`config.mk`:
```
export PLATFORM = sky130hd
export DESIGN_NAME = palf_fifo
export DESIGN_NICKNAME = d
export VERILOG_FILES = /design/src/palf_pkg.sv /design/src/palf_fifo.sv
export SDC_FILE = /design/constraint.sdc
export NUM_CORES = 1
export LEC_CHECK = 0
export ABC_AREA = 1
export CORE_AREA = 3 3 40 42
export DETAILED_ROUTE_END_ITERATION = 10
export DIE_AREA = 0 0 43 45
export DONT_BUFFER_PORTS = 1
export PLACE_DENSITY_LB_ADDON = 0.05
export SYNTH_ARGS = -nofsm -noshare
export SYNTH_HDL_FRONTEND = slang
export SYNTH_SLANG_ARGS = --single-unit
```
`constraint.sdc`:
```
create_clock -name clk -period 1.5 [get_ports clk]
set_input_delay 0.225 -clock clk [delete_from_list [all_inputs] [get_ports clk]]
set_output_delay 0.225 -clock clk [all_outputs]
set_load 0.1 [all_outputs]
```
`src/palf_pkg.sv`:
```
`default_nettype none
// ----------------------------------------------------------------------------
// palf_pkg: shared types and constants of the principal axis line fit
// Field widths, fixed-point constants, sequencer codes and queue status.
// ----------------------------------------------------------------------------
package palf_pkg;

  localparam int COORD_BITS_DEF = 12;
  localparam int CNT_BITS       = 25;
  localparam int FIELD_BITS     = 12;
  localparam int SLOPE_BITS     = 32;
  localparam int CENT_MAX       = 4095;
  localparam int QUEUE_DEPTH    = 2;

  // multiplier digit, fixed-point fraction and normalized operand size
  localparam int MUL_DIGIT  = 16;
  localparam int FRAC_BITS  = 16;
  localparam int NORM_BITS  = 31;

  // square root of a sum of two 31-bit squares
  localparam int SQRT_IN_W   = 64;
  localparam int SQRT_ROOT_W = 32;
  localparam int SQRT_REM_W  = 36;

  // numerator / denominator and the shared divider
  localparam int NUM_W     = 35;
  localparam int DIV_DVD_W = 51;
  localparam int DIV_DVS_W = 35;

  localparam logic [SLOPE_BITS-1:0] SLOPE_MAX = 32'h7FFF_FFFF;
  localparam logic [SLOPE_BITS-1:0] SLOPE_MIN = 32'h8000_0000;

  typedef enum logic [3:0] {
    BS_IDLE,
    BS_MLD,
    BS_MUL,
    BS_ABS,
    BS_NORM,
    BS_SQRT,
    BS_NUM,
    BS_CHK,
    BS_DIV,
    BS_OUT
  } palf_bstate_t;

  typedef enum logic [2:0] {
    OP_N_D,
    OP_SY2,
    OP_SX2,
    OP_N_XY,
    OP_SX_SY,
    OP_E2,
    OP_F2
  } palf_op_t;

  typedef enum logic [1:0] {
    DS_SLOPE,
    DS_ROW,
    DS_COL
  } palf_dsel_t;

  typedef struct packed {
    logic full;
    logic valid;
  } palf_qstat_t;

endpackage

`default_nettype wire

```
`src/palf_fifo.sv`:
```
`default_nettype none
// ----------------------------------------------------------------------------
// palf_fifo: window snapshot queue
// Short register queue between the accumulator and the fit engine.
// ----------------------------------------------------------------------------
module palf_fifo #(
  parameter int W = 1
) (
  input  wire                   clk,
  input  wire                   rst_n,
  input  wire                   push,
  input  wire [W-1:0]           wdata,
  input  wire                   pop,
  output palf_pkg::palf_qstat_t qstat,
  output logic [W-1:0]          rdata
);
  import palf_pkg::*;

  localparam int PW = $clog2(QUEUE_DEPTH);
  localparam int CW = $clog2(QUEUE_DEPTH + 1);

  logic [W-1:0]  mem_r [QUEUE_DEPTH];
  logic [PW-1:0] wr_r, rd_r;
  logic [CW-1:0] cnt_r;
  logic          do_push, do_pop;

  assign qstat.full  = (cnt_r == CW'(QUEUE_DEPTH));
  assign qstat.valid = (cnt_r != '0);
  assign do_push     = push && !qstat.full;
  assign do_pop      = pop && qstat.valid;
  assign rdata       = mem_r[rd_r];

  always_ff @(posedge clk) begin
    if (!rst_n) begin
      wr_r  <= '0;
      rd_r  <= '0;
      cnt_r <= '0;
    end else begin
      if (do_push) wr_r <= (wr_r == PW'(QUEUE_DEPTH - 1)) ? '0 : wr_r + 1'b1;
      if (do_pop)  rd_r <= (rd_r == PW'(QUEUE_DEPTH - 1)) ? '0 : rd_r + 1'b1;
      if (do_push && !do_pop)      cnt_r <= cnt_r + 1'b1;
      else if (do_pop && !do_push) cnt_r <= cnt_r - 1'b1;
    end
  end

  always_ff @(posedge clk) begin
    if (do_push) mem_r[wr_r] <= wdata;
  end

endmodule

`default_nettype wire

```
After elaboration in Yosys (flattened, before gate mapping)
Memory sizes are Yosys's and may differ from the RTL's. A register that Yosys moved wholly into a read port is not among the register bits.
Index checks and enable logic that the tools add are counted.

operators by class
  add/sub/neg operators = 4
  eq/ne operators = 1
  multiplexer cells = 8
  reduce and logical (&&, ||, !) cells = 9

operator list
  operator               number
  $mux W1                6
  $logic_and A1 B1 Y1    4
  $mux W2                2
  $reduce_bool A2 Y1     2
  $logic_not A1 Y1       3
  $add A1 B1 Y1 const B  2
  $add A2 B1 Y2 const B  1
  $eq A2 B2 Y1 const B   1
  $sub A2 B1 Y2 const B  1

storage, ports and cells
  bits in registers = 4
  RAM bits = 2
  input port bits = 5
  output and inout bits = 3
  word-level logic and storage cells = 26
  memories kept = 1

memory list
  name   depth  bits a word  rd ports  clocked after memory_dff  wr ports  RTL line         source
  mem_r  2      1            1         1                         1         palf_fifo.sv:22  logic [W-1:0] mem_r [QUEUE_DEPTH];

Depth between registers and ports, before layout
Gate-level depths: netlist of run 1.

  word-level depth = 7
  mapped depth = 10
  gate-level depth less buffers = 10

Least setup slack after synthesis of run 1
Ideal clock, no wire load.

  kind = register to output
  start = register cnt_r[1]
  end = output port qstat[1] (netlist bit)
  data arrival time = 1.651 ns
  required time = 1.275 ns
  setup slack = -0.376 ns
  stages on the path, launching flop included = 3
  path buffers = 0
  path through = dfxtp_1 inv_2 nor2_1

RTL lines
  what                      RTL line         source
  start: declaration        palf_fifo.sv:24  logic [CW-1:0] cnt_r;
  start signal: assignment  palf_fifo.sv:41  if (do_push && !do_pop) cnt_r <= cnt_r + 1'b1;
  start signal: assignment  palf_fifo.sv:42  else if (do_pop && !do_push) cnt_r <= cnt_r - 1'b1;
  end: declaration          palf_fifo.sv:14  output palf_pkg::palf_qstat_t qstat,

Worst setup path after layout of run 1
  start = register cnt_r[1]
  end = register cnt_r[1]

on the way
  word-level cells in the longest chain between the ends = 6
  elaborated cells between the ends (all ways) = 14
  classes of those cells = add/sub: 2; eq/ne: 1; mux: 2; reduce/logical: 9

ends and longest elaborated chain
  what                          RTL line         source
  $eq A2 B2 Y1                  palf_fifo.sv:27  assign qstat.full = (cnt_r == CW'(QUEUE_DEPTH));
  $logic_not A1 Y1              palf_fifo.sv:29  assign do_push = push && !qstat.full;
  $logic_and A1 B1 Y1           palf_fifo.sv:29
  $logic_not A1 Y1              palf_fifo.sv:42
  $logic_and A1 B1 Y1           palf_fifo.sv:42
  $reduce_bool A2 Y1 (no line)  -

Parallel ways exist; a longest one is shown, timed or not. The select of a mux whose other input is x is not followed.
A chain may end at the register's enable or synchronous reset.

==> impl_metrics.tcl, run 1 <==
set metrics [dict create \
    outcome "completed" \
    fin_area_um2 395 \
    slowest_stage "dfxtp_1" \
    path_cells "inv_2 -> o21ai_2 -> inv_2 -> ha_1 -> inv_1 -> nand3_1 -> nand2_1 -> inv_1 -> nor2_1" \
    path_clk_slew_ps 60 \
    yosysWarnings 0 \
    synth-seq-area-share_pct 50.2 \
    grt_pass1_vias 235 \
    arrival_ps 1560 \
    synth_area_leaders "dfxtp_1, edfxtp_1, nor2_1" \
    core_area_mm2 0.00128 \
    finalSetupTns_ps 0 \
    maxSlewViolCount 0 \
    synth_top_family_by_area "simple AND/OR/NAND/NOR gates" \
    timing.final.crit_period_ps 1370 \
    antenna_found_initial 0 \
    clkLatencyLatePin_ps 250 \
    ctsResizeCount 0 \
    min_period_over_period_pct 91.4 \
    drc 0 \
    critical_path_peak_fanout 4 \
    antenna_cells 0 \
    final_common_cell "nor2_1" \
    wl_per_cell_um 10.1 \
    die_w_um 43 \
    dr.pass1.iters 2 \
    yosys.area_share.simple_pct 23.1 \
    path_class "flop to flop" \
    post-route-util_pct 30.8 \
    drtAntennaViolNets 0 \
    synth_top_area_share_pct 31.4 \
    grt_pass1_wl_um 986 \
    initial_utilization_pct 24.8 \
    use_met1_pct 7.56 \
    synth_xor_area_share_pct 0 \
    synth_cell_type_count 16 \
    syn-num-nets 46 \
    dp_hpwl_um 474 \
    hold_violations 0 \
    drtIter0Drc 1 \
    mostFrequentLayoutCells "nor2_1, nand2_1, inv_1, dfxtp_1" \
    gp_congestion 0.658 \
    grt_setup_unrepaired "false" \
    fp.dieH_um 45 \
    slowest_delay_ps 360 \
    synthCells 40 \
    ctsHtreeMaxLevel 1 \
    hold_class "primary input to flop" \
    ys_ff_latch 7 \
    cts_tree "built" \
    grt.busiest_layer "met2" \
    synthAdderAreaFrac_pct 3.92 \
    crit_required_ps 1690 \
    cts_setup_buffers 0 \
    die_area_mm2 0.00194 \
    grt_max_degree 6 \
    cts_buffers 3 \
    relSlewSlack_pct 65.9 \
    clock.fmax_ghz 0.730 \
    root_buffer "clkbuf_4" \
    met3_usage_pct 5.58 \
    nets 53 \
    synth_largest_area_cell "dfxtp_1" \
    grt.total_usage_pct 7.86 \
    clock-sinks 7 \
    viasPerCell 4.18 \
    areaGrowthSynthToFinish_pct 23.9 \
    io_pins 8 \
    drive_above_1_share_pct 28.3 \
    cts-hold-fix-buffers 0 \
    synth-compound-area-share_pct 9.80 \
    avgSynthCellArea_um2 7.98 \
    clockBufferDepth 2 \
    muxShareOfSynthArea_pct 3.53 \
    grt-ovfl-total 0 \
    end_kind "flop" \
    grtUsageMet2_pct 10.2 \
    drv_cap 0 \
    reg2reg_slack_ps 130 \
    syn-cell-area_um2 319 \
    vias 255 \
    tightestPinTransition_ps 514 \
    critPathLaunchType "flop" \
    portBuffers 0 \
    fp-row-count 13 \
    fin_skew_ps 2.89 \
    wl_um 617 \
    setup_violations 0 \
    post_dp_cell_area_um2 368 \
]
[metrics by stage]
step	worst slack (ps)	hold WS (ps)	std cells
floorplan	94.9	324	40
CTS	91.4	57.0	61
finish	129	62.6	61
global placement	135	324	57
detailed placement	111	324	57
global route	0.741	43.7	61
[metal layers]
layer	up-vias	share of wire, %
met5	-	0
met4	0	4.7
met3	5	7.1
met2	8	45
met1	106	43
li1	136	-
[logic make-up (layout without fill, tap and decap cells)]
| group | after synthesis | in the layout |
|---|---|---|
| buffers and inverters | 8 | 14 |
| adder cells (fa/ha/maj) | 1 | 1 |
| AO/OA/AOI/OAI | 5 | 5 |
| flip-flops | 7 | 7 |
| multiplexers | 1 | 1 |
| AND/OR/NAND/NOR | 18 | 18 |
[critical path, delay by kind of cell, from the launching register on]
kind	cells	cell delay [ps]
fa+ha+maj	1	290
flops	1	360
simple gates	3	220
compound gates	1	180
buf+inv	4	240
[path summary, 6_finish.rpt]
path	from	endpoint	cells after the start
setup reg to reg	cnt_r[1]	cnt_r[1]	9
hold reg to reg	rd_r	flop	2
setup / recovery	cnt_r[1]	cnt_r[1]	9
hold / removal	wdata	mem_r[0]	0
[cells in the mapped netlist]
cell type  count
o21a_1         1
o21ai_1        1
o21ai_0        1
edfxtp_1       2
dfxtp_1        5
nand4_1        1
a21oi_1        1
nand3_1        1
inv_2          3
inv_1          5
o21ai_2        1
nand2_2        1
ha_1           1
nor2_1         9
nand2_1        6
mux2_2         1
[cell type report]
type,count,area [µm²]
Clock buffer,4,26.3
Multi-Input combinational cell,25,131
Inverter,8,30.0
Tap cell,15,18.8
Timing Repair Buffer,2,27.5
Fill cell,142,890
Sequential cell,7,161
Power of run 1 is not shown: default switching activity piles up to over one toggle a cycle in this logic, so the estimate is an artifact.
==> run 2, diff against run 1 <==
- BUFFER_PORTS_ARGS: not set -> -buffer_cell sky130_fd_sc_hd__buf_2
- DONT_BUFFER_PORTS: 1 -> not set
==> run 2 against run 1 <==
  * Worst setup slack got worse by 29 ps
  * Register-to-register slack improved by 20 ps
  * Clock skew increased by 4.1 ps
  * Non-clock buffer count increased by 5
  * Sequential share of layout area decreased by 3.1 points
  * Wire length decreased by 1.6%
  * Maximum frequency decreased by 2.0%
  * Utilization increased by 2.5 points
  * Clock-buffer cell count unchanged
  * Die area unchanged
  * Highest routed layer unchanged
==> impl_metrics.tcl, run 2 (synthesized netlist as in run 1, its figures left out) <==
set metrics [dict create \
    clockBufferDepth 2 \
    clock.fmax_ghz 0.715 \
    hold_class "primary input to flop" \
    vias 288 \
    reg2reg_from "cnt_r[1]" \
    grt_setup_unrepaired "false" \
    path_cells "mux2_2 -> buf_2" \
    post-route-util_pct 33.3 \
    root_buffer "clkbuf_4" \
    crit_required_ps 1270 \
    core_area_mm2 0.00128 \
    antenna_found_initial 0 \
    critical_path_peak_fanout 1 \
    arrival_ps 1170 \
    fin_area_um2 428 \
    slowest_stage "mux2_2" \
    die_w_um 43 \
    dp_hpwl_um 510 \
    clock-sinks 7 \
    fp.dieH_um 45 \
    drv_cap 0 \
    reg2reg_slack_ps 150 \
    cts-hold-fix-buffers 0 \
    finalSetupTns_ps 0 \
    drtAntennaViolNets 0 \
    grt_pass1_wl_um 1190 \
    clkLatencyLatePin_ps 250 \
    fillers 149 \
    timing.final.crit_period_ps 1400 \
    wl_per_cell_um 9.20 \
    min_to "mem_r[1]" \
    path_clk_slew_ps 50 \
    io_pins 8 \
    areaGrowthSynthToFinish_pct 34.1 \
    dr.pass1.iters 4 \
    setup_violations 0 \
    drtIter0Drc 9 \
    antenna_cells 0 \
    maxSlewViolCount 0 \
    final_common_cell "nor2_1" \
    drc 0 \
    tightestPinTransition_ps 487 \
    nets 58 \
    cts_tree "built" \
    reg2reg_to "cnt_r[1]" \
    path_class "flop to output pin" \
    hold_violations 0 \
    rr_worst_depth 9 \
    ctsHtreeMaxLevel 1 \
    outcome "completed" \
    viasPerCell 4.36 \
    grt-ovfl-total 0 \
    slowest_delay_ps 320 \
    grt_max_degree 6 \
    critPathLaunchType "flop" \
    initial_utilization_pct 24.8 \
    mostFrequentLayoutCells "nor2_1, nand2_1, inv_1, buf_2" \
    relSlewSlack_pct 67.8 \
    end_kind "output pin" \
    fp-row-count 13 \
    die_area_mm2 0.00194 \
    cts_buffers 3 \
    portBuffers 7 \
    drive_above_1_share_pct 35.3 \
    hold_depth 1 \
    min_period_over_period_pct 93.3 \
    wl_um 607 \
    worstHoldStart "wdata" \
    grt.total_usage_pct 9.02 \
    gp_congestion 0.722 \
    placed_cells 62 \
    post_dp_cell_area_um2 390 \
    grt_pass1_vias 300 \
    fin_skew_ps 7.01 \
    final_cells 66 \
]
==> run 2: cell count changes in the layout (fill, tap and decap cells not counted), sizes merged <==
| cell | delta |
|---|---|
| buf | +4 |
| clkbuf | +1 |
==> run 2: worst max-delay path by stage <==
| stage | from | slack (ps) | to | depth (start not counted) |
|---|---|---|---|---|
| finish | flop | 100 | rdata | 2 |
| global route | cnt_r[1] | 9 | cnt_r[1] | 9 |
| CTS | cnt_r[1] | 80 | qstat[1] | 3 |
| detailed placement | cnt_r[1] | 140 | cnt_r[1] | 9 |
| global placement | cnt_r[1] | 150 | cnt_r[1] | 9 |
| floorplan | cnt_r[1] | 90 | qstat[1] | 2 |
==> run 2: critical path: cells and delay by family, from the launching register on <==
kind	cells	cell delay, ps
buffers and inverters	1	290
flip-flops	1	310
multiplexers	1	320
==> run 2: per-stage QoR <==
step	setup slack [ps]	hold WS, ps
6_report	101	170
3_5_place_dp	138	434
4_1_cts	77.1	165
3_3_place_gp	151	413
2_1_floorplan	94.9	324
5_1_grt	8.78	160
==> run 2: cell type report <==
type                    instances  area [µm²]  area share, %
clock buffers                   4        26.3           6.14
flip-flops and latches          7         161           37.7
well taps                      15        18.8           4.39
multi-input cells              25         139           32.5
repair buffers                  7        52.6           12.3
inverters                       8        30.0           7.02
==> run 2: per-layer routing <==
| layer | vias up | GRT usage, % | part of all wire, % |
|---|---|---|---|
| met5 | - | 0 | 0 |
| li1 | 148 | - | - |
| met2 | 9 | 13.2 | 51 |
| met4 | 0 | 7.23 | 2.1 |
| met3 | 4 | 5.18 | 6.8 |
| met1 | 127 | 9.49 | 39 |
==> run 2: repair_timing <==
| item | in CTS | in global routing |
|---|---|---|
| buffers inserted | 0 | 0 |
| gates resized for setup | 0 | 3 |
| hold endpoints to repair | 0 | 0 |
| endpoints found under the setup margin | 0 | 1 |
Power of run 2 is left out for the same reason.
==> run 3, diff against run 2 <==
- CELL_PAD_IN_SITES_DETAIL_PLACEMENT: not set -> 1
- CELL_PAD_IN_SITES_GLOBAL_PLACEMENT: not set -> 2
==> run 3 against run 2 <==
  * Register-to-register slack got worse by 30 ps
  * Largest cell class unchanged
  * Die area is the same
  * Utilization up 0.097 points
  * Cell area is 0.29% higher
  * First-iteration DRC count fell by 56%
  * Clock-buffer cell count shrank 1
  * Critical path depth did not move
  * Highest routed layer unchanged
==> impl_metrics.tcl, run 3 (synthesized netlist as in run 1, its figures left out) <==
set metrics [dict create \
    maxSlewViolCount 0 \
    die_area_mm2 0.00194 \
    wl_per_cell_um 9.79 \
    grt.total_usage_pct 7.94 \
    slowest_stage "dfxtp_1" \
    dr.pass1.iters 3 \
    post_dp_cell_area_um2 390 \
    top_layer "met4" \
    crit_required_ps 1270 \
    fin_ws_ps 94.5 \
    timing.final.crit_period_ps 1410 \
    viasPerCell 4.29 \
    path_cells "mux2_2 -> buf_2" \
    drc 0 \
    cts_buffers 3 \
    end_kind "output pin" \
    drive_above_1_share_pct 37.3 \
    reg2reg_to "cnt_r[1]" \
    reg2reg_slack_ps 120 \
    grt_max_degree 6 \
    antenna_cells 0 \
    outcome "completed" \
    relSlewSlack_pct 68.0 \
    tightestPinTransition_ps 484 \
    fp.dieH_um 45 \
    arrival_ps 1180 \
    fillers 166 \
    mostFrequentLayoutCells "nor2_1, nand2_1, inv_1, buf_2" \
    cts_setup_buffers 0 \
    fin_skew_ps 5.70 \
    nets 58 \
    areaGrowthSynthToFinish_pct 34.5 \
    clkLatencyLatePin_ps 250 \
    clock.fmax_ghz 0.712 \
    cts_tree "built" \
    place_ws_ps 87.1 \
    clockBufferDepth 2 \
    antenna_found_initial 0 \
    met2_length_um 283 \
    met1_length_um 303 \
    core_area_mm2 0.00128 \
    seqCellArea_um2 161 \
    critical_path_peak_fanout 1 \
    fp-row-count 13 \
    root_buffer "clkbuf_4" \
    grt_pass1_wl_um 1090 \
    dr_wl_met3_um 43 \
    wl_um 646 \
    drtIter0Drc 4 \
    drv_cap 0 \
    critPathLaunchType "flop" \
    drtAntennaViolNets 0 \
    crit_path_end "rdata" \
    grt-ovfl-total 0 \
    gp_congestion 0.705 \
    initial_utilization_pct 24.8 \
    multi_input_area_um2 139 \
    reg2reg_from "cnt_r[1]" \
    min_period_over_period_pct 93.7 \
    rr_worst_depth 9 \
    post-route-util_pct 33.4 \
    final_common_cell "nor2_1" \
    setup_violations 0 \
    grt_setup_unrepaired "false" \
    slowest_delay_ps 320 \
    hold_class "primary input to flop" \
    fin_area_um2 429 \
    io_pins 8 \
    ctsHtreeMaxLevel 1 \
    vias 283 \
    dp_hpwl_um 547 \
    hold_violations 0 \
    finalSetupTns_ps 0 \
    path_clk_slew_ps 60 \
    path_class "flop to output pin" \
    clock-sinks 7 \
    grt_pass1_vias 254 \
    portBuffers 7 \
    die_w_um 43 \
]
==> run 3: per-stage QoR <==
step | cells | hold WS, ps
global route | 66 | 148
finish | 66 | 158
floorplan | 40 | 324
detailed placement | 62 | 418
CTS | 66 | 151
global placement | 62 | 413
==> run 3: metal layers <==
layer	vias up	global-route usage (%)
met5	-	0
met2	7	11.1
met1	124	10.2
li1	148	-
met4	0	5.42
met3	4	2.79
==> run 3: worst min path at each step <==
stage,start,to,slack [ps],cells past startpoint
after global placement,wdata,mem_r[0],410,1
final,wdata,mem_r[0],160,1
after detailed placement,wdata,mem_r[0],420,1
after floorplan,wdata,mem_r[0],320,0
after CTS,wdata,mem_r[0],150,1
after global routing,wdata,mem_r[0],150,1
==> run 3: worst max-delay path: cells and delay by family, from the launching register on <==
| kind | cells | cell delay [ps] |
|---|---|---|
| multiplexers | 1 | 320 |
| flip-flops | 1 | 320 |
| buffers and inverters | 1 | 290 |
==> run 3: final cells by class <==
type | count | area share (%)
Clock buffer | 3 | 5.25
Clock inverter | 1 | 1.17
Inverter | 8 | 7.00
Multi-Input combinational cell | 25 | 32.4
Sequential cell | 7 | 37.6
Tap cell | 15 | 4.37
Timing Repair Buffer | 7 | 12.2
==> run 3: timing repair <==
| item | in CTS | in global routing |
|---|---|---|
| hold buffers | 0 | 0 |
| setup endpoints to repair | 0 | 1 |
| resized for setup | 0 | 3 |
Power of run 3 is left out for the same reason.
