## src/palf_pkg.sv

```systemverilog
`default_nettype none
// ----------------------------------------------------------------------------
// palf_pkg: shared types and constants of the principal axis line fit
// Field widths, fixed-point constants, sequencer codes and queue status.
// ----------------------------------------------------------------------------
package palf_pkg;

  localparam int COORD_BITS_DEF = 12;
  localparam int CNT_BITS       = 25;
  localparam int FIELD_BITS     = 12;
  localparam int SLOPE_BITS     = 32;
  localparam int CENT_MAX       = 4095;
  localparam int QUEUE_DEPTH    = 2;

  // multiplier digit, fixed-point fraction and normalized operand size
  localparam int MUL_DIGIT  = 16;
  localparam int FRAC_BITS  = 16;
  localparam int NORM_BITS  = 31;

  // square root of a sum of two 31-bit squares
  localparam int SQRT_IN_W   = 64;
  localparam int SQRT_ROOT_W = 32;
  localparam int SQRT_REM_W  = 36;

  // numerator / denominator and the shared divider
  localparam int NUM_W     = 35;
  localparam int DIV_DVD_W = 51;
  localparam int DIV_DVS_W = 35;

  localparam logic [SLOPE_BITS-1:0] SLOPE_MAX = 32'h7FFF_FFFF;
  localparam logic [SLOPE_BITS-1:0] SLOPE_MIN = 32'h8000_0000;

  typedef enum logic [3:0] {
    BS_IDLE,
    BS_MLD,
    BS_MUL,
    BS_ABS,
    BS_NORM,
    BS_SQRT,
    BS_NUM,
    BS_CHK,
    BS_DIV,
    BS_OUT
  } palf_bstate_t;

  typedef enum logic [2:0] {
    OP_N_D,
    OP_SY2,
    OP_SX2,
    OP_N_XY,
    OP_SX_SY,
    OP_E2,
    OP_F2
  } palf_op_t;

  typedef enum logic [1:0] {
    DS_SLOPE,
    DS_ROW,
    DS_COL
  } palf_dsel_t;

  typedef struct packed {
    logic full;
    logic valid;
  } palf_qstat_t;

endpackage

`default_nettype wire

```

## src/palf_fit_if.sv

```systemverilog
`default_nettype none
// ----------------------------------------------------------------------------
// palf_fit_if: fit result channel
// Valid/ready handshake carrying one line fit item per window.
// ----------------------------------------------------------------------------
interface palf_fit_if;
  import palf_pkg::*;

  logic                         valid;
  logic                         ready;
  logic signed [SLOPE_BITS-1:0] fit_slope;
  logic [FIELD_BITS-1:0]        centroid_row;
  logic [FIELD_BITS-1:0]        centroid_col;
  logic                         window_empty;

  modport source (output valid, fit_slope, centroid_row, centroid_col, window_empty,
                  input ready);
  modport sink   (input valid, fit_slope, centroid_row, centroid_col, window_empty,
                  output ready);
endinterface

`default_nettype wire

```

## src/palf_div.sv

```systemverilog
`default_nettype none
// ----------------------------------------------------------------------------
// palf_div: restoring divider
// Unsigned quotient, one bit per cycle; done pulses when quotient is valid.
// ----------------------------------------------------------------------------
module palf_div #(
  parameter int DVD_W = palf_pkg::DIV_DVD_W,
  parameter int DVS_W = palf_pkg::DIV_DVS_W
) (
  input  wire               clk,
  input  wire               rst_n,
  input  wire               start,
  input  wire [DVD_W-1:0]   dividend,
  input  wire [DVS_W-1:0]   divisor,
  output logic              done,
  output logic [DVD_W-1:0]  quotient
);
  localparam int CW = $clog2(DVD_W + 1);

  logic [DVD_W-1:0] dvd_r;
  logic [DVS_W-1:0] dvs_r, rem_r;
  logic [DVS_W:0]   rem_s, rem_d;
  logic [CW-1:0]    cnt_r;
  logic             run_r, done_r, qbit;

  assign rem_s    = {rem_r, dvd_r[DVD_W-1]};
  assign qbit     = (rem_s >= {1'b0, dvs_r});
  assign rem_d    = rem_s - {1'b0, dvs_r};
  assign done     = done_r;
  assign quotient = dvd_r;

  always_ff @(posedge clk) begin
    if (!rst_n) begin
      run_r  <= 1'b0;
      done_r <= 1'b0;
      cnt_r  <= '0;
    end else begin
      done_r <= run_r && (cnt_r == CW'(1));
      if (start) begin
        run_r <= 1'b1;
        cnt_r <= CW'(DVD_W);
      end else if (run_r) begin
        cnt_r <= cnt_r - 1'b1;
        if (cnt_r == CW'(1)) run_r <= 1'b0;
      end
    end
  end

  always_ff @(posedge clk) begin
    if (start) begin
      dvd_r <= dividend;
      dvs_r <= divisor;
      rem_r <= '0;
    end else if (run_r) begin
      rem_r <= qbit ? rem_d[DVS_W-1:0] : rem_s[DVS_W-1:0];
      dvd_r <= {dvd_r[DVD_W-2:0], qbit};
    end
  end

endmodule

`default_nettype wire

```

## src/palf_back.sv

```systemverilog
`default_nettype none
// ----------------------------------------------------------------------------
// palf_back: line fit engine
// Sequencer over a shared digit multiplier, a normalizer, a bit-serial
// square root and a shared divider; holds the result in an output register.
// ----------------------------------------------------------------------------
module palf_back #(
  parameter int COORD_BITS = palf_pkg::COORD_BITS_DEF,
  parameter int MOM_W      = 1
) (
  input  wire                   clk,
  input  wire                   rst_n,
  input  palf_pkg::palf_qstat_t qstat,
  input  wire [MOM_W-1:0]       mom_data,
  output logic                  pop,
  palf_fit_if.source            out_fit
);
  import palf_pkg::*;

  localparam int SUM_W = CNT_BITS + COORD_BITS;
  localparam int SQ_W  = CNT_BITS + 2 * COORD_BITS;
  localparam int MA    = SQ_W + 1;
  localparam int ND    = (MA + MUL_DIGIT - 1) / MUL_DIGIT;
  localparam int MB    = ND * MUL_DIGIT;
  localparam int MP    = MA + MB;
  localparam int MCW   = $clog2(ND + 1);
  localparam int EW    = 2 * SUM_W + 3;
  localparam int SCW   = $clog2(SQRT_ROOT_W);

  // snapshot fields
  logic [CNT_BITS-1:0] n_w;
  logic [SUM_W-1:0]    sx_w, sy_w;
  logic [SQ_W-1:0]     sxx_w, sxy_w, syy_w;

  assign {n_w, sx_w, sy_w, sxx_w, sxy_w, syy_w} = mom_data;

  palf_bstate_t state_r, state_nxt;
  palf_op_t     op_r, op_nxt;
  palf_dsel_t   dsel_r, dsel_nxt;
  logic         ov_r, ov_nxt;
  logic [MCW-1:0] mcnt_r, mcnt_nxt;
  logic [SCW-1:0] scnt_r, scnt_nxt;

  logic [CNT_BITS-1:0]     n_r, n_nxt;
  logic [SUM_W-1:0]        sx_r, sx_nxt, sy_r, sy_nxt;
  logic [SQ_W-1:0]         sxy_r, sxy_nxt;
  logic signed [SQ_W:0]    d_r, d_nxt;
  logic [MA-1:0]           mul_a_r, mul_a_nxt, mop_a;
  logic [MB-1:0]           mul_b_r, mul_b_nxt, mop_b;
  logic [MP-1:0]           macc_r, macc_nxt;
  logic [MA+MUL_DIGIT-1:0] mprod;
  logic signed [EW-1:0]    e_r, e_nxt, f_r, f_nxt, p_w, f2_w;
  logic [EW-1:0]           me_r, me_nxt, mf_r, mf_nxt;
  logic                    eneg_r, eneg_nxt, fneg_r, fneg_nxt;
  logic [SQRT_IN_W-1:0]    q_r, q_nxt;
  logic [SQRT_REM_W-1:0]   rem_r, rem_nxt, rem_s, trial;
  logic [SQRT_ROOT_W-1:0]  root_r, root_nxt;
  logic signed [NUM_W-1:0] num_r, num_nxt, den_r, den_nxt, es_w, fs_w, dd_w;
  logic [NUM_W-1:0]        num_mag, den_mag;
  logic                    sneg_r, sneg_nxt;
  logic [SLOPE_BITS-1:0]   slope_r, slope_nxt;
  logic [FIELD_BITS-1:0]   crow_r, crow_nxt, ccol_r, ccol_nxt;
  logic                    empty_r, empty_nxt;
  logic [SLOPE_BITS-1:0]   o_slope_r, o_slope_nxt;
  logic [FIELD_BITS-1:0]   o_row_r, o_row_nxt, o_col_r, o_col_nxt;
  logic                    o_empty_r, o_empty_nxt;

  logic                    div_start, div_done;
  logic [DIV_DVD_W-1:0]    div_dvd, div_q, div_qc;
  logic [DIV_DVS_W-1:0]    div_dvs;
  logic [FIELD_BITS-1:0]   cent_w;

  palf_div #(.DVD_W(DIV_DVD_W), .DVS_W(DIV_DVS_W)) u_div (
    .clk      (clk),
    .rst_n    (rst_n),
    .start    (div_start),
    .dividend (div_dvd),
    .divisor  (div_dvs),
    .done     (div_done),
    .quotient (div_q)
  );

  assign out_fit.valid        = ov_r;
  assign out_fit.fit_slope    = $signed(o_slope_r);
  assign out_fit.centroid_row = o_row_r;
  assign out_fit.centroid_col = o_col_r;
  assign out_fit.window_empty = o_empty_r;

  assign mprod = mul_a_r * mul_b_r[MB-1 -: MUL_DIGIT];
  assign p_w   = $signed(macc_r[EW-1:0]);
  assign f2_w  = f_r <<< 1;
  assign rem_s = {rem_r[SQRT_REM_W-3:0], q_r[SQRT_IN_W-1 -: 2]};
  assign trial = SQRT_REM_W'({root_r, 2'b01});
  assign num_mag = num_r[NUM_W-1] ? NUM_W'(-num_r) : num_r;
  assign den_mag = den_r[NUM_W-1] ? NUM_W'(-den_r) : den_r;
  assign cent_w  = (div_q > DIV_DVD_W'(CENT_MAX)) ? FIELD_BITS'(CENT_MAX)
                                                   : div_q[FIELD_BITS-1:0];
  assign div_qc  = (div_q > DIV_DVD_W'(SLOPE_MIN)) ? DIV_DVD_W'(SLOPE_MIN) : div_q;

  // multiplier operands per step
  always_comb begin
    mop_a = '0;
    mop_b = '0;
    case (op_r)
      OP_N_D: begin
        mop_a = MA'(n_r);
        mop_b = MB'(d_r[SQ_W] ? (-d_r) : d_r);
      end
      OP_SY2: begin
        mop_a = MA'(sy_r);
        mop_b = MB'(sy_r);
      end
      OP_SX2: begin
        mop_a = MA'(sx_r);
        mop_b = MB'(sx_r);
      end
      OP_N_XY: begin
        mop_a = MA'(n_r);
        mop_b = MB'(sxy_r);
      end
      OP_SX_SY: begin
        mop_a = MA'(sx_r);
        mop_b = MB'(sy_r);
      end
      OP_E2: begin
        mop_a = MA'(me_r[NORM_BITS-1:0]);
        mop_b = MB'(me_r[NORM_BITS-1:0]);
      end
      OP_F2: begin
        mop_a = MA'(mf_r[NORM_BITS-1:0]);
        mop_b = MB'(mf_r[NORM_BITS-1:0]);
      end
      default: begin
        mop_a = '0;
        mop_b = '0;
      end
    endcase
  end

  always_comb begin
    state_nxt = state_r;
    op_nxt    = op_r;
    dsel_nxt  = dsel_r;
    ov_nxt    = ov_r;
    mcnt_nxt  = mcnt_r;
    scnt_nxt  = scnt_r;
    n_nxt     = n_r;
    sx_nxt    = sx_r;
    sy_nxt    = sy_r;
    sxy_nxt   = sxy_r;
    d_nxt     = d_r;
    mul_a_nxt = mul_a_r;
    mul_b_nxt = mul_b_r;
    macc_nxt  = macc_r;
    e_nxt     = e_r;
    f_nxt     = f_r;
    me_nxt    = me_r;
    mf_nxt    = mf_r;
    eneg_nxt  = eneg_r;
    fneg_nxt  = fneg_r;
    q_nxt     = q_r;
    rem_nxt   = rem_r;
    root_nxt  = root_r;
    num_nxt   = num_r;
    den_nxt   = den_r;
    sneg_nxt  = sneg_r;
    slope_nxt = slope_r;
    crow_nxt  = crow_r;
    ccol_nxt  = ccol_r;
    empty_nxt = empty_r;
    o_slope_nxt = o_slope_r;
    o_row_nxt   = o_row_r;
    o_col_nxt   = o_col_r;
    o_empty_nxt = o_empty_r;
    pop       = 1'b0;
    div_start = 1'b0;
    div_dvd   = '0;
    div_dvs   = '0;
    es_w      = '0;
    fs_w      = '0;
    dd_w      = '0;

    if (ov_r && out_fit.ready) ov_nxt = 1'b0;

    case (state_r)
      BS_IDLE: begin
        if (qstat.valid) begin
          pop     = 1'b1;
          n_nxt   = n_w;
          sx_nxt  = sx_w;
          sy_nxt  = sy_w;
          sxy_nxt = sxy_w;
          d_nxt   = $signed({1'b0, syy_w}) - $signed({1'b0, sxx_w});
          if (n_w == '0) begin
            slope_nxt = '0;
            crow_nxt  = '0;
            ccol_nxt  = '0;
            empty_nxt = 1'b1;
            state_nxt = BS_OUT;
          end else begin
            empty_nxt = 1'b0;
            op_nxt    = OP_N_D;
            state_nxt = BS_MLD;
          end
        end
      end
      BS_MLD: begin
        mul_a_nxt = mop_a;
        mul_b_nxt = mop_b;
        macc_nxt  = '0;
        mcnt_nxt  = '0;
        state_nxt = BS_MUL;
      end
      BS_MUL: begin
        if (mcnt_r != MCW'(ND)) begin
          // most significant digit first, so the running sum shifts by a digit
          macc_nxt  = {macc_r[MP-MUL_DIGIT-1:0], {MUL_DIGIT{1'b0}}} + MP'(mprod);
          mul_b_nxt = mul_b_r << MUL_DIGIT;
          mcnt_nxt  = mcnt_r + 1'b1;
        end else begin
          state_nxt = BS_MLD;
          case (op_r)
            OP_N_D: begin
              e_nxt  = d_r[SQ_W] ? (-p_w) : p_w;
              op_nxt = OP_SY2;
            end
            OP_SY2: begin
              e_nxt  = e_r - p_w;
              op_nxt = OP_SX2;
            end
            OP_SX2: begin
              e_nxt  = e_r + p_w;
              op_nxt = OP_N_XY;
            end
            OP_N_XY: begin
              f_nxt  = p_w;
              op_nxt = OP_SX_SY;
            end
            OP_SX_SY: begin
              f_nxt     = f_r - p_w;
              state_nxt = BS_ABS;
            end
            OP_E2: begin
              q_nxt  = macc_r[SQRT_IN_W-1:0];
              op_nxt = OP_F2;
            end
            OP_F2: begin
              q_nxt     = q_r + macc_r[SQRT_IN_W-1:0];
              rem_nxt   = '0;
              root_nxt  = '0;
              scnt_nxt  = '0;
              state_nxt = BS_SQRT;
            end
            default: state_nxt = BS_IDLE;
          endcase
        end
      end
      BS_ABS: begin
        eneg_nxt  = e_r[EW-1];
        fneg_nxt  = f2_w[EW-1];
        me_nxt    = e_r[EW-1] ? EW'(-e_r) : EW'(e_r);
        mf_nxt    = f2_w[EW-1] ? EW'(-f2_w) : EW'(f2_w);
        state_nxt = BS_NORM;
      end
      BS_NORM: begin
        // shift both magnitudes together until each fits the normalized size
        if ((|me_r[EW-1:NORM_BITS]) || (|mf_r[EW-1:NORM_BITS])) begin
          me_nxt = me_r >> 1;
          mf_nxt = mf_r >> 1;
        end else begin
          op_nxt    = OP_E2;
          state_nxt = BS_MLD;
        end
      end
      BS_SQRT: begin
        q_nxt = q_r << 2;
        if (rem_s >= trial) begin
          rem_nxt  = rem_s - trial;
          root_nxt = {root_r[SQRT_ROOT_W-2:0], 1'b1};
        end else begin
          rem_nxt  = rem_s;
          root_nxt = {root_r[SQRT_ROOT_W-2:0], 1'b0};
        end
        scnt_nxt = scnt_r + 1'b1;
        if (scnt_r == SCW'(SQRT_ROOT_W - 1)) state_nxt = BS_NUM;
      end
      BS_NUM: begin
        es_w = $signed(NUM_W'(me_r[NORM_BITS-1:0]));
        fs_w = $signed(NUM_W'(mf_r[NORM_BITS-1:0]));
        if (eneg_r) es_w = -es_w;
        if (fneg_r) fs_w = -fs_w;
        dd_w      = $signed(NUM_W'(root_r));
        num_nxt   = es_w - fs_w + dd_w;
        den_nxt   = es_w + fs_w - dd_w;
        state_nxt = BS_CHK;
      end
      BS_CHK: begin
        state_nxt = BS_DIV;
        div_start = 1'b1;
        if (den_r == '0) begin
          // zero denominator: saturate by numerator sign, zero over zero is 0
          if (num_r == '0)          slope_nxt = '0;
          else if (num_r[NUM_W-1])  slope_nxt = SLOPE_MIN;
          else                      slope_nxt = SLOPE_MAX;
          dsel_nxt = DS_ROW;
          div_dvd  = DIV_DVD_W'(sx_r);
          div_dvs  = DIV_DVS_W'(n_r);
        end else begin
          sneg_nxt = num_r[NUM_W-1] != den_r[NUM_W-1];
          dsel_nxt = DS_SLOPE;
          div_dvd  = DIV_DVD_W'({num_mag, {FRAC_BITS{1'b0}}});
          div_dvs  = DIV_DVS_W'(den_mag);
        end
      end
      BS_DIV: begin
        if (div_done) begin
          case (dsel_r)
            DS_SLOPE: begin
              if (sneg_r)
                slope_nxt = SLOPE_BITS'(~div_qc[SLOPE_BITS-1:0] + 1'b1);
              else if (div_q > DIV_DVD_W'(SLOPE_MAX))
                slope_nxt = SLOPE_MAX;
              else
                slope_nxt = div_q[SLOPE_BITS-1:0];
              dsel_nxt  = DS_ROW;
              div_start = 1'b1;
              div_dvd   = DIV_DVD_W'(sx_r);
              div_dvs   = DIV_DVS_W'(n_r);
            end
            DS_ROW: begin
              crow_nxt  = cent_w;
              dsel_nxt  = DS_COL;
              div_start = 1'b1;
              div_dvd   = DIV_DVD_W'(sy_r);
              div_dvs   = DIV_DVS_W'(n_r);
            end
            DS_COL: begin
              ccol_nxt  = cent_w;
              state_nxt = BS_OUT;
            end
            default: state_nxt = BS_OUT;
          endcase
        end
      end
      BS_OUT: begin
        if (!ov_r || out_fit.ready) begin
          o_slope_nxt = slope_r;
          o_row_nxt   = crow_r;
          o_col_nxt   = ccol_r;
          o_empty_nxt = empty_r;
          ov_nxt      = 1'b1;
          state_nxt   = BS_IDLE;
        end
      end
      default: state_nxt = BS_IDLE;
    endcase
  end

  always_ff @(posedge clk) begin
    if (!rst_n) begin
      state_r <= BS_IDLE;
      op_r    <= OP_N_D;
      dsel_r  <= DS_SLOPE;
      ov_r    <= 1'b0;
      mcnt_r  <= '0;
      scnt_r  <= '0;
    end else begin
      state_r <= state_nxt;
      op_r    <= op_nxt;
      dsel_r  <= dsel_nxt;
      ov_r    <= ov_nxt;
      mcnt_r  <= mcnt_nxt;
      scnt_r  <= scnt_nxt;
    end
  end

  always_ff @(posedge clk) begin
    n_r       <= n_nxt;
    sx_r      <= sx_nxt;
    sy_r      <= sy_nxt;
    sxy_r     <= sxy_nxt;
    d_r       <= d_nxt;
    mul_a_r   <= mul_a_nxt;
    mul_b_r   <= mul_b_nxt;
    macc_r    <= macc_nxt;
    e_r       <= e_nxt;
    f_r       <= f_nxt;
    me_r      <= me_nxt;
    mf_r      <= mf_nxt;
    eneg_r    <= eneg_nxt;
    fneg_r    <= fneg_nxt;
    q_r       <= q_nxt;
    rem_r     <= rem_nxt;
    root_r    <= root_nxt;
    num_r     <= num_nxt;
    den_r     <= den_nxt;
    sneg_r    <= sneg_nxt;
    slope_r   <= slope_nxt;
    crow_r    <= crow_nxt;
    ccol_r    <= ccol_nxt;
    empty_r   <= empty_nxt;
    o_slope_r <= o_slope_nxt;
    o_row_r   <= o_row_nxt;
    o_col_r   <= o_col_nxt;
    o_empty_r <= o_empty_nxt;
  end

endmodule

`default_nettype wire

```

## src/flat_wrapper.sv

```systemverilog
// flat-port wrapper written by rule: the top's interface ports become plain ports
module palf_back_flat import palf_pkg::*;
#(
  parameter int COORD_BITS = palf_pkg::COORD_BITS_DEF,
  parameter int MOM_W      = 1
)
  (clk, rst_n, qstat, mom_data, pop, out_fit_valid, out_fit_fit_slope, out_fit_centroid_row, out_fit_centroid_col, out_fit_window_empty, out_fit_ready);
  palf_fit_if out_fit_i ();
  input  wire clk;
  input  wire rst_n;
  input  palf_pkg::palf_qstat_t qstat;
  input  wire [MOM_W-1:0] mom_data;
  output logic pop;
  output wire logic [$bits(out_fit_i.valid)-1:0] out_fit_valid;
  output wire logic [$bits(out_fit_i.fit_slope)-1:0] out_fit_fit_slope;
  output wire logic [$bits(out_fit_i.centroid_row)-1:0] out_fit_centroid_row;
  output wire logic [$bits(out_fit_i.centroid_col)-1:0] out_fit_centroid_col;
  output wire logic [$bits(out_fit_i.window_empty)-1:0] out_fit_window_empty;
  input wire logic [$bits(out_fit_i.ready)-1:0] out_fit_ready;
  assign out_fit_valid = out_fit_i.valid;
  assign out_fit_fit_slope = out_fit_i.fit_slope;
  assign out_fit_centroid_row = out_fit_i.centroid_row;
  assign out_fit_centroid_col = out_fit_i.centroid_col;
  assign out_fit_window_empty = out_fit_i.window_empty;
  assign out_fit_i.ready = out_fit_ready;
  palf_back #(.COORD_BITS(COORD_BITS), .MOM_W(MOM_W)) u_core (.clk(clk), .rst_n(rst_n), .qstat(qstat), .mom_data(mom_data), .pop(pop), .out_fit(out_fit_i));
endmodule
```

## config.mk

```make
export PLATFORM = sky130hd
export DESIGN_NAME = palf_back_flat
export DESIGN_NICKNAME = d
export VERILOG_FILES = /design/src/palf_pkg.sv /design/src/palf_fit_if.sv /design/src/palf_div.sv /design/src/palf_back.sv /design/src/flat_wrapper.sv
export SDC_FILE = /design/constraint.sdc
export NUM_CORES = 2
export LEC_CHECK = 0
export BUFFER_PORTS_ARGS = -buffer_cell sky130_fd_sc_hd__buf_4
export CORE_MARGIN = 2
export CORE_UTILIZATION = 46
export DETAILED_ROUTE_END_ITERATION = 7
export GPL_TIMING_DRIVEN = 0
export PLACE_DENSITY = 0.66
export SKIP_CTS_REPAIR_TIMING = 1
export SYNTH_ARGS = -nofsm -noshare
export SYNTH_HDL_FRONTEND = slang
export SYNTH_SLANG_ARGS = --single-unit
```

## constraint.sdc

```tcl
create_clock -name clk -period 10.2 [get_ports clk]
set_clock_uncertainty 0.2 [all_clocks]
set_input_delay 0.51 -clock clk [delete_from_list [all_inputs] [get_ports clk]]
set_output_delay 0.51 -clock clk [all_outputs]
set_load 0.05 [all_outputs]
```

# [Word-level counts from Yosys, hierarchy flattened]
# Index checks and enable logic that the tools add are counted.
[totals] reg_bits=962 word_cells=238
[classes] add_sub_neg=21 order_cmp=5 n_eq_ne=38 reduce_logical=42 mux=89 bitwise=6 mul=1
[ops] cell="one-hot mux 77 bit (2 select lines)" n=4
[ops] cell="2-to-1 mux 77 bit" n=5
[ops] cell="one-hot mux 64 bit (2 select lines)" n=3
[ops] cell="2-to-1 mux 32 bit" n=11
[ops] cell="one-hot mux 77 bit (3 select lines)" n=1
[ops] cell="2-to-1 mux 35 bit" n=6
[ops] cell="2-to-1 mux 51 bit" n=4
[ops] cell="negation 77 bit" n=2
[ops] cell="subtractor 77 bit" n=2
[ops] cell="2-to-1 mux 34 bit" n=4
[ops] cell="2-to-1 mux 64 bit" n=2
[ops] cell="one-hot mux 32 bit (3 select lines)" n=1
[ops] cell="one-hot mux 31 bit (3 select lines)" n=1
[ops] cell="OR reduction 46 bit" n=2
[ops] cell="adder 77 x 66 -> 77 bit" n=1
[ops] cell="adder 77 bit" n=1
[ops] cell="2-to-1 mux 12 bit" n=6
[ops] cell="zero test 35 bit" n=2
[ops] cell="negation 31 -> 35 bit" n=2
[ops] cell="negation 35 bit" n=2
[ops] cell="subtractor 35 bit" n=2
[ops] cell="one-hot mux 34 bit (2 select lines)" n=1
[ops] cell="multiplier 50 x 16 -> 66 bit" n=1
[ops] cell="adder 64 bit" n=1
[ops] cell="other kinds (64)" n=135

# [Logic depth before layout (Yosys ltp)]
[depth] word_depth=8 ltp_mapped=28 depth_no_buf=26

# [By module]
# Synthesis repeated with hierarchy kept, for this count alone.
[hier_totals] hier_cells=9243 hier_area_um2=84313.4
[by_module_without_submodules] module="palf_back" cells_each=8564 area_each_um2=77073.9 n_inst=1
[by_module_without_submodules] module="palf_div" cells_each=679 area_each_um2=7239.4 n_inst=1

# [Worst setup path before layout]
# No wires, ideal clock.
[synth_path] path_type="flip-flop to flip-flop" from="register u_core.state_r[1]" to="register u_core.e_r[0], enable pin" t_required_ns=9.371 setup_time_ns=0.629 t_arrival_ns=6.776 synth_period_minus_slack_ns=7.605 path_stages_with_launch=6 setup_slack_ns=2.595 path_cell_list="dfxtp_1 > nor2b_1 > and2_1 > clkbuf_1 > nand3_1 > a211oi_1"
[synth_via] elab_chain_cells=2
[synth_rtl] item="from (decl)" line_no="palf_back.sv:37" source="palf_bstate_t state_r, state_nxt;"
[synth_rtl] item="from (signal assigned)" line_no="palf_back.sv:368" source="state_r <= state_nxt;"
[synth_rtl] item="equality test 4 x 2 -> 1 bit" line_no="palf_back.sv:185" source="case (state_r)"
[synth_rtl] item="AND reduction 3 bit (no source line)"
[synth_rtl] item="to (signal assigned)" line_no="palf_back.sv:386" source="e_r <= e_nxt;"
[synth_rtl] item="to (decl)" line_no="palf_back.sv:52" source="logic signed [EW-1:0] e_r, e_nxt, f_r, f_nxt, p_w, f2_w;"
# Every way passes these cells.
# A chain may end at the register's enable or synchronous reset.

# [Worst setup path after layout]
[layout_path] from="register u_core.mul_b_r[51]" to="register u_core.macc_r[54] (data pin)"
[layout_via] elab_chain_cells=4
[layout_rtl] item="from (decl)" line_no="palf_back.sv:49" source="logic [MB-1:0] mul_b_r, mul_b_nxt, mop_b;"
[layout_rtl] item="from (signal assigned)" line_no="palf_back.sv:384" source="mul_b_r <= mul_b_nxt;"
[layout_rtl] item="multiplier 50 x 16 -> 66 bit" line_no="palf_back.sv:89" source="assign mprod = mul_a_r * mul_b_r[MB-1 -: MUL_DIGIT];"
[layout_rtl] item="adder 77 x 66 -> 77 bit" line_no="palf_back.sv:217" source="macc_nxt = {macc_r[MP-MUL_DIGIT-1:0], {MUL_DIGIT{1'b0}}} + MP'(mprod);"
[layout_rtl] item="2-to-1 mux 77 bit" line_no="palf_back.sv:215" source="if (mcnt_r != MCW'(ND)) begin"
[layout_rtl] item="one-hot mux 77 bit (2 select lines)" line_no="palf_back.sv:185"
[layout_rtl] item="to (signal assigned)" line_no="palf_back.sv:385" source="macc_r <= macc_nxt;"
[layout_rtl] item="to (decl)" line_no="palf_back.sv:50" source="logic [MP-1:0] macc_r, macc_nxt;"
# Every way passes these cells. The select of a mux whose other input is x is not followed.

==> Implementation_results.wiki <==
{| class="wikitable"
! Metric !! Value
|-
| Status || finished clean
|-
| Post-Synthesis Cells || between 9k and 10k
|-
| IO Pins || 65
|-
| Number of buffers and inverters on the critical path || 5
|-
| Area of the die || 186000 um2
|-
| DR vias/cell || between 5 and 6
|-
| Worst hold slack across all endpoints || 0.125 ns
|-
| Final period demand of the worst path || 9.99 ns
|-
| Maximum number of pins on one net before global-route repair || 67
|-
| Post-DR wirelength/cell || approximately 24 um
|-
| Number of input and output port buffers inserted || 62
|-
| Deepest level of the CTS H-tree || 3
|-
| Type of the setup path with the least slack || flop to flop
|-
| Horizontal die dimension || roughly 430 um
|-
| Arrival time at the worst endpoint || 10.27 ns
|-
| Cell type of the slowest stage on the worst timing path || o21ai_1
|-
| Share of flip-flops with an asynchronous set or reset after synthesis || 0%
|-
| Share of the synthesized area in the top cell type || between 30% and 40%
|-
| Clock slew at the register clock pins of the worst setup and hold paths || 0.06 ns
|-
| Max clock buf depth || 3
|-
| Global placer's final weighted congestion || around 1.0
|-
| Final non-filler cell area || 91700 um2
|-
| Max Freq || ~0.10 GHz
|-
| Fillcell total || approximately 17k
|-
| Floorplan die height || between 400 and 500 um
|-
| Number of warnings reported in the yosys synthesis log || 0
|-
| Syn-to-layout area delta || 9.26%
|-
| Max-capacitance violation count || 0
|-
| Most used flip-flop cell after synthesis || edfxtp_1
|-
| Clk_lat worst skew || about 0.80 ns
|-
| Setup tns final || 0 ns
|-
| Clock tree from TritonCTS || built
|-
| Number of pins exceeding their max-slew limit in the final report || 0
|-
| Post-detailed-routing wire length || between 200 and 300 mm
|-
| Crit path required time || 10.47 ns
|-
| Root Buffer || clkbuf_16
|-
| Post-Route Utilization || between 50% and 60%
|-
| Number of global-route vias before repair || about 69k
|-
| Via count || just over 70k
|-
| Fraction of layout cells with a size suffix above 1 || around 4.2%
|-
| Placed inst area || approximately 90000 um2
|-
| Total overflow reported by the global router || 0
|-
| Setup repair after global routing missed its margin || no
|-
| Number of DRC violations after detailed routing || 0
|-
| Drt first pass iters || 6
|-
| Number of standard-cell rows in the floorplan || 156
|-
| Share of the clock period used by the worst path after layout || 98.0%
|-
| Initial antenna violation count || 4
|-
| Capturing element type of the critical path || flop
|-
| Number of nets with antenna violations after detailed routing || 0
|-
| Number of nets at the end of the flow || around 10k
|-
| First-pass GRT wire length || 428 mm
|-
| Sequential element share of the synthesized area || around a third
|-
| Final hold viol count || 0
|-
| Num Clock Sinks || between 900 and 1k
|-
| Max-Slew Margin vs Limit || 7.66%
|-
| Post-DP HPWL || approximately 230 mm
|-
| Number of synthesized flops with an enable pin || about 880
|-
| Area contributors post-synth || edfxtp_1 (32%), fa_1 (12%), ha_1 (7.5%)
|-
| Worst min-delay path category || input port to flop
|-
| Starting density of the core || a little under half
|-
| Crit path max-delay family || adder cells
|-
| Distinct cell type count after synthesis || slightly below 100
|-
| Synth area leader || edfxtp_1
|-
| Largest stage delay on the critical path || 0.80 ns
|-
| CP startpoint kind || flop
|-
| Cell area after technology mapping || roughly 84000 um2
|-
| First DRT Iteration DRCs || 7303
|-
| Worst slew pin tran || roughly 1.4 ns
|-
| Core Box Area || 181000 um2
|-
| Synth Net Count || between 10k and 15k
|-
| Number of buffers created by CTS || between 100 and 150
|-
| Cell occurring most often along the worst timing path || fa_1
|-
| Crit path max fanout || 10
|-
| Number of register bits inferred by synthesis || between 900 and 1k
|-
| Syn_area_per_cell || 9.04 um2
|-
| Setup violations, final || 0
|-
| GRT Util Overall || a little under a third
|}
-- metrics by stage --
stage	setup slack, ns	instances
after detailed placement	0.0350	11700
final	0.207	11900
after global placement	-2.28	11700
after global routing	0.0390	11900
after floorplan	2.59	9284
after CTS	-0.0354	11900
-- synthesized netlist by cell type, types with 17 or more instances --
| cell | number |
|---|---|
| o21ai_1 | 53 |
| xnor2_1 | 379 |
| dfxtp_1 | 61 |
| or4_1 | 40 |
| ha_1 | 506 |
| nor2b_1 | 71 |
| mux2i_1 | 17 |
| nand2_1 | 1121 |
| clkbuf_1 | 422 |
| a31oi_1 | 59 |
| nor2_1 | 591 |
| o211ai_1 | 26 |
| a21oi_1 | 644 |
| or3_1 | 95 |
| nand2b_1 | 91 |
| a22o_1 | 44 |
| a211oi_1 | 66 |
| o41ai_1 | 43 |
| nor3_1 | 114 |
| nand3_1 | 115 |
| inv_1 | 913 |
| a21boi_0 | 24 |
| nand4_1 | 100 |
| and3_1 | 88 |
| a21o_1 | 235 |
| nor4_1 | 63 |
| fa_1 | 503 |
| o31ai_1 | 111 |
| o21bai_1 | 72 |
| and2_1 | 261 |
| or2_2 | 38 |
| xor2_1 | 353 |
| o21a_1 | 61 |
| o21ai_0 | 724 |
| edfxtp_1 | 881 |
-- flip-flops by register name, summed over array words and instances (netlist names), 51 cells and up --
signal and count:
u_core.me_r 77, u_core.e_r 77, u_core.mul_b_r 64, u_core.f_r 76
u_core.macc_r 77, u_core.q_r 64, u_core.u_div.quotient 51, u_core.mf_r 77
-- metal layers --
layer | vias up | GRT usage [%] | part of all wire [%]
met1 | 35000 | 40.5 | 41
met2 | 3347 | 47.1 | 44
li1 | 32600 | - | -
met3 | 697 | 4.78 | 8.3
met4 | 2 | 15.7 | 6.3
met5 | - | 0 | 0.014
-- cells by family (layout without fill, tap and decap cells) --
logic type / after synthesis / in the layout / synth area share (%)
AO/OA/AOI/OAI: 2322 / 2322 / 16.9
multiplexers: 27 / 27 / 0.337
XOR/XNOR: 732 / 732 / 7.64
other: 1 / 2 / 0.00447
buffers and inverters: 1371 / 1658 / 6.17
adder cells (fa/ha/maj): 1009 / 1009 / 19.5
AND/OR/NAND/NOR: 2880 / 2880 / 16.5
flip-flops: 942 / 942 / 33.0
-- layout make-up --
cell class	instances	area (um2)	area share, %
timing repair buffer	91	1010	1.10
antenna	1	2.50	0.00273
tap	2370	2970	3.23
clock inverter	75	997	1.09
clock buffer	121	2710	2.95
buffer	456	1750	1.91
multi-input combinational	6971	51200	55.8
sequential	942	27700	30.2
inverter	915	3430	3.74
-- placed cells by master, fill, tap and decap left out, types with 62 or more instances in the layout --
cell type,synthesis,final
fa_1,503,503
xnor2_1,379,379
ha_1,506,506
a21oi_1,644,642
a211oi_1,66,65
nor2_1,591,591
clkbuf_16,0,106
edfxtp_1,881,881
nor2b_1,71,70
nand2_1,1121,1120
nand4_1,100,100
buf_4,5,67
and3_1,88,87
a21o_1,235,235
o21bai_1,72,72
xor2_1,353,353
nor3_1,114,112
nor4_1,63,62
and2_1,261,261
inv_1,913,912
or3_1,95,95
nand2b_1,91,90
o31ai_1,111,111
o21ai_0,724,723
nand3_1,115,115
clkbuf_1,422,436
-- worst paths after layout --
check	start	to	slack, ns	cells past startpoint
max reg2reg	u_core.mul_b_r[51]	u_core.macc_r[54]	0.21	25
max	u_core.mul_b_r[51]	u_core.macc_r[54]	0.21	25
min reg2reg	u_core.ccol_r[2]	u_core.out_fit.centroid_col[2]	0.17	0
min	out_fit_ready	u_core.out_fit.valid	0.12	4
-- tightest hold or removal path: cells and delay by family --
kind | cells | cell delay, ns
buffers and inverters | 1 | 0.08
and+or+nand+nor | 3 | 0.45
Power is left out: the tool's default activity adds up to more than one toggle a clock period on the data nets, which glitch-free logic cannot reach.
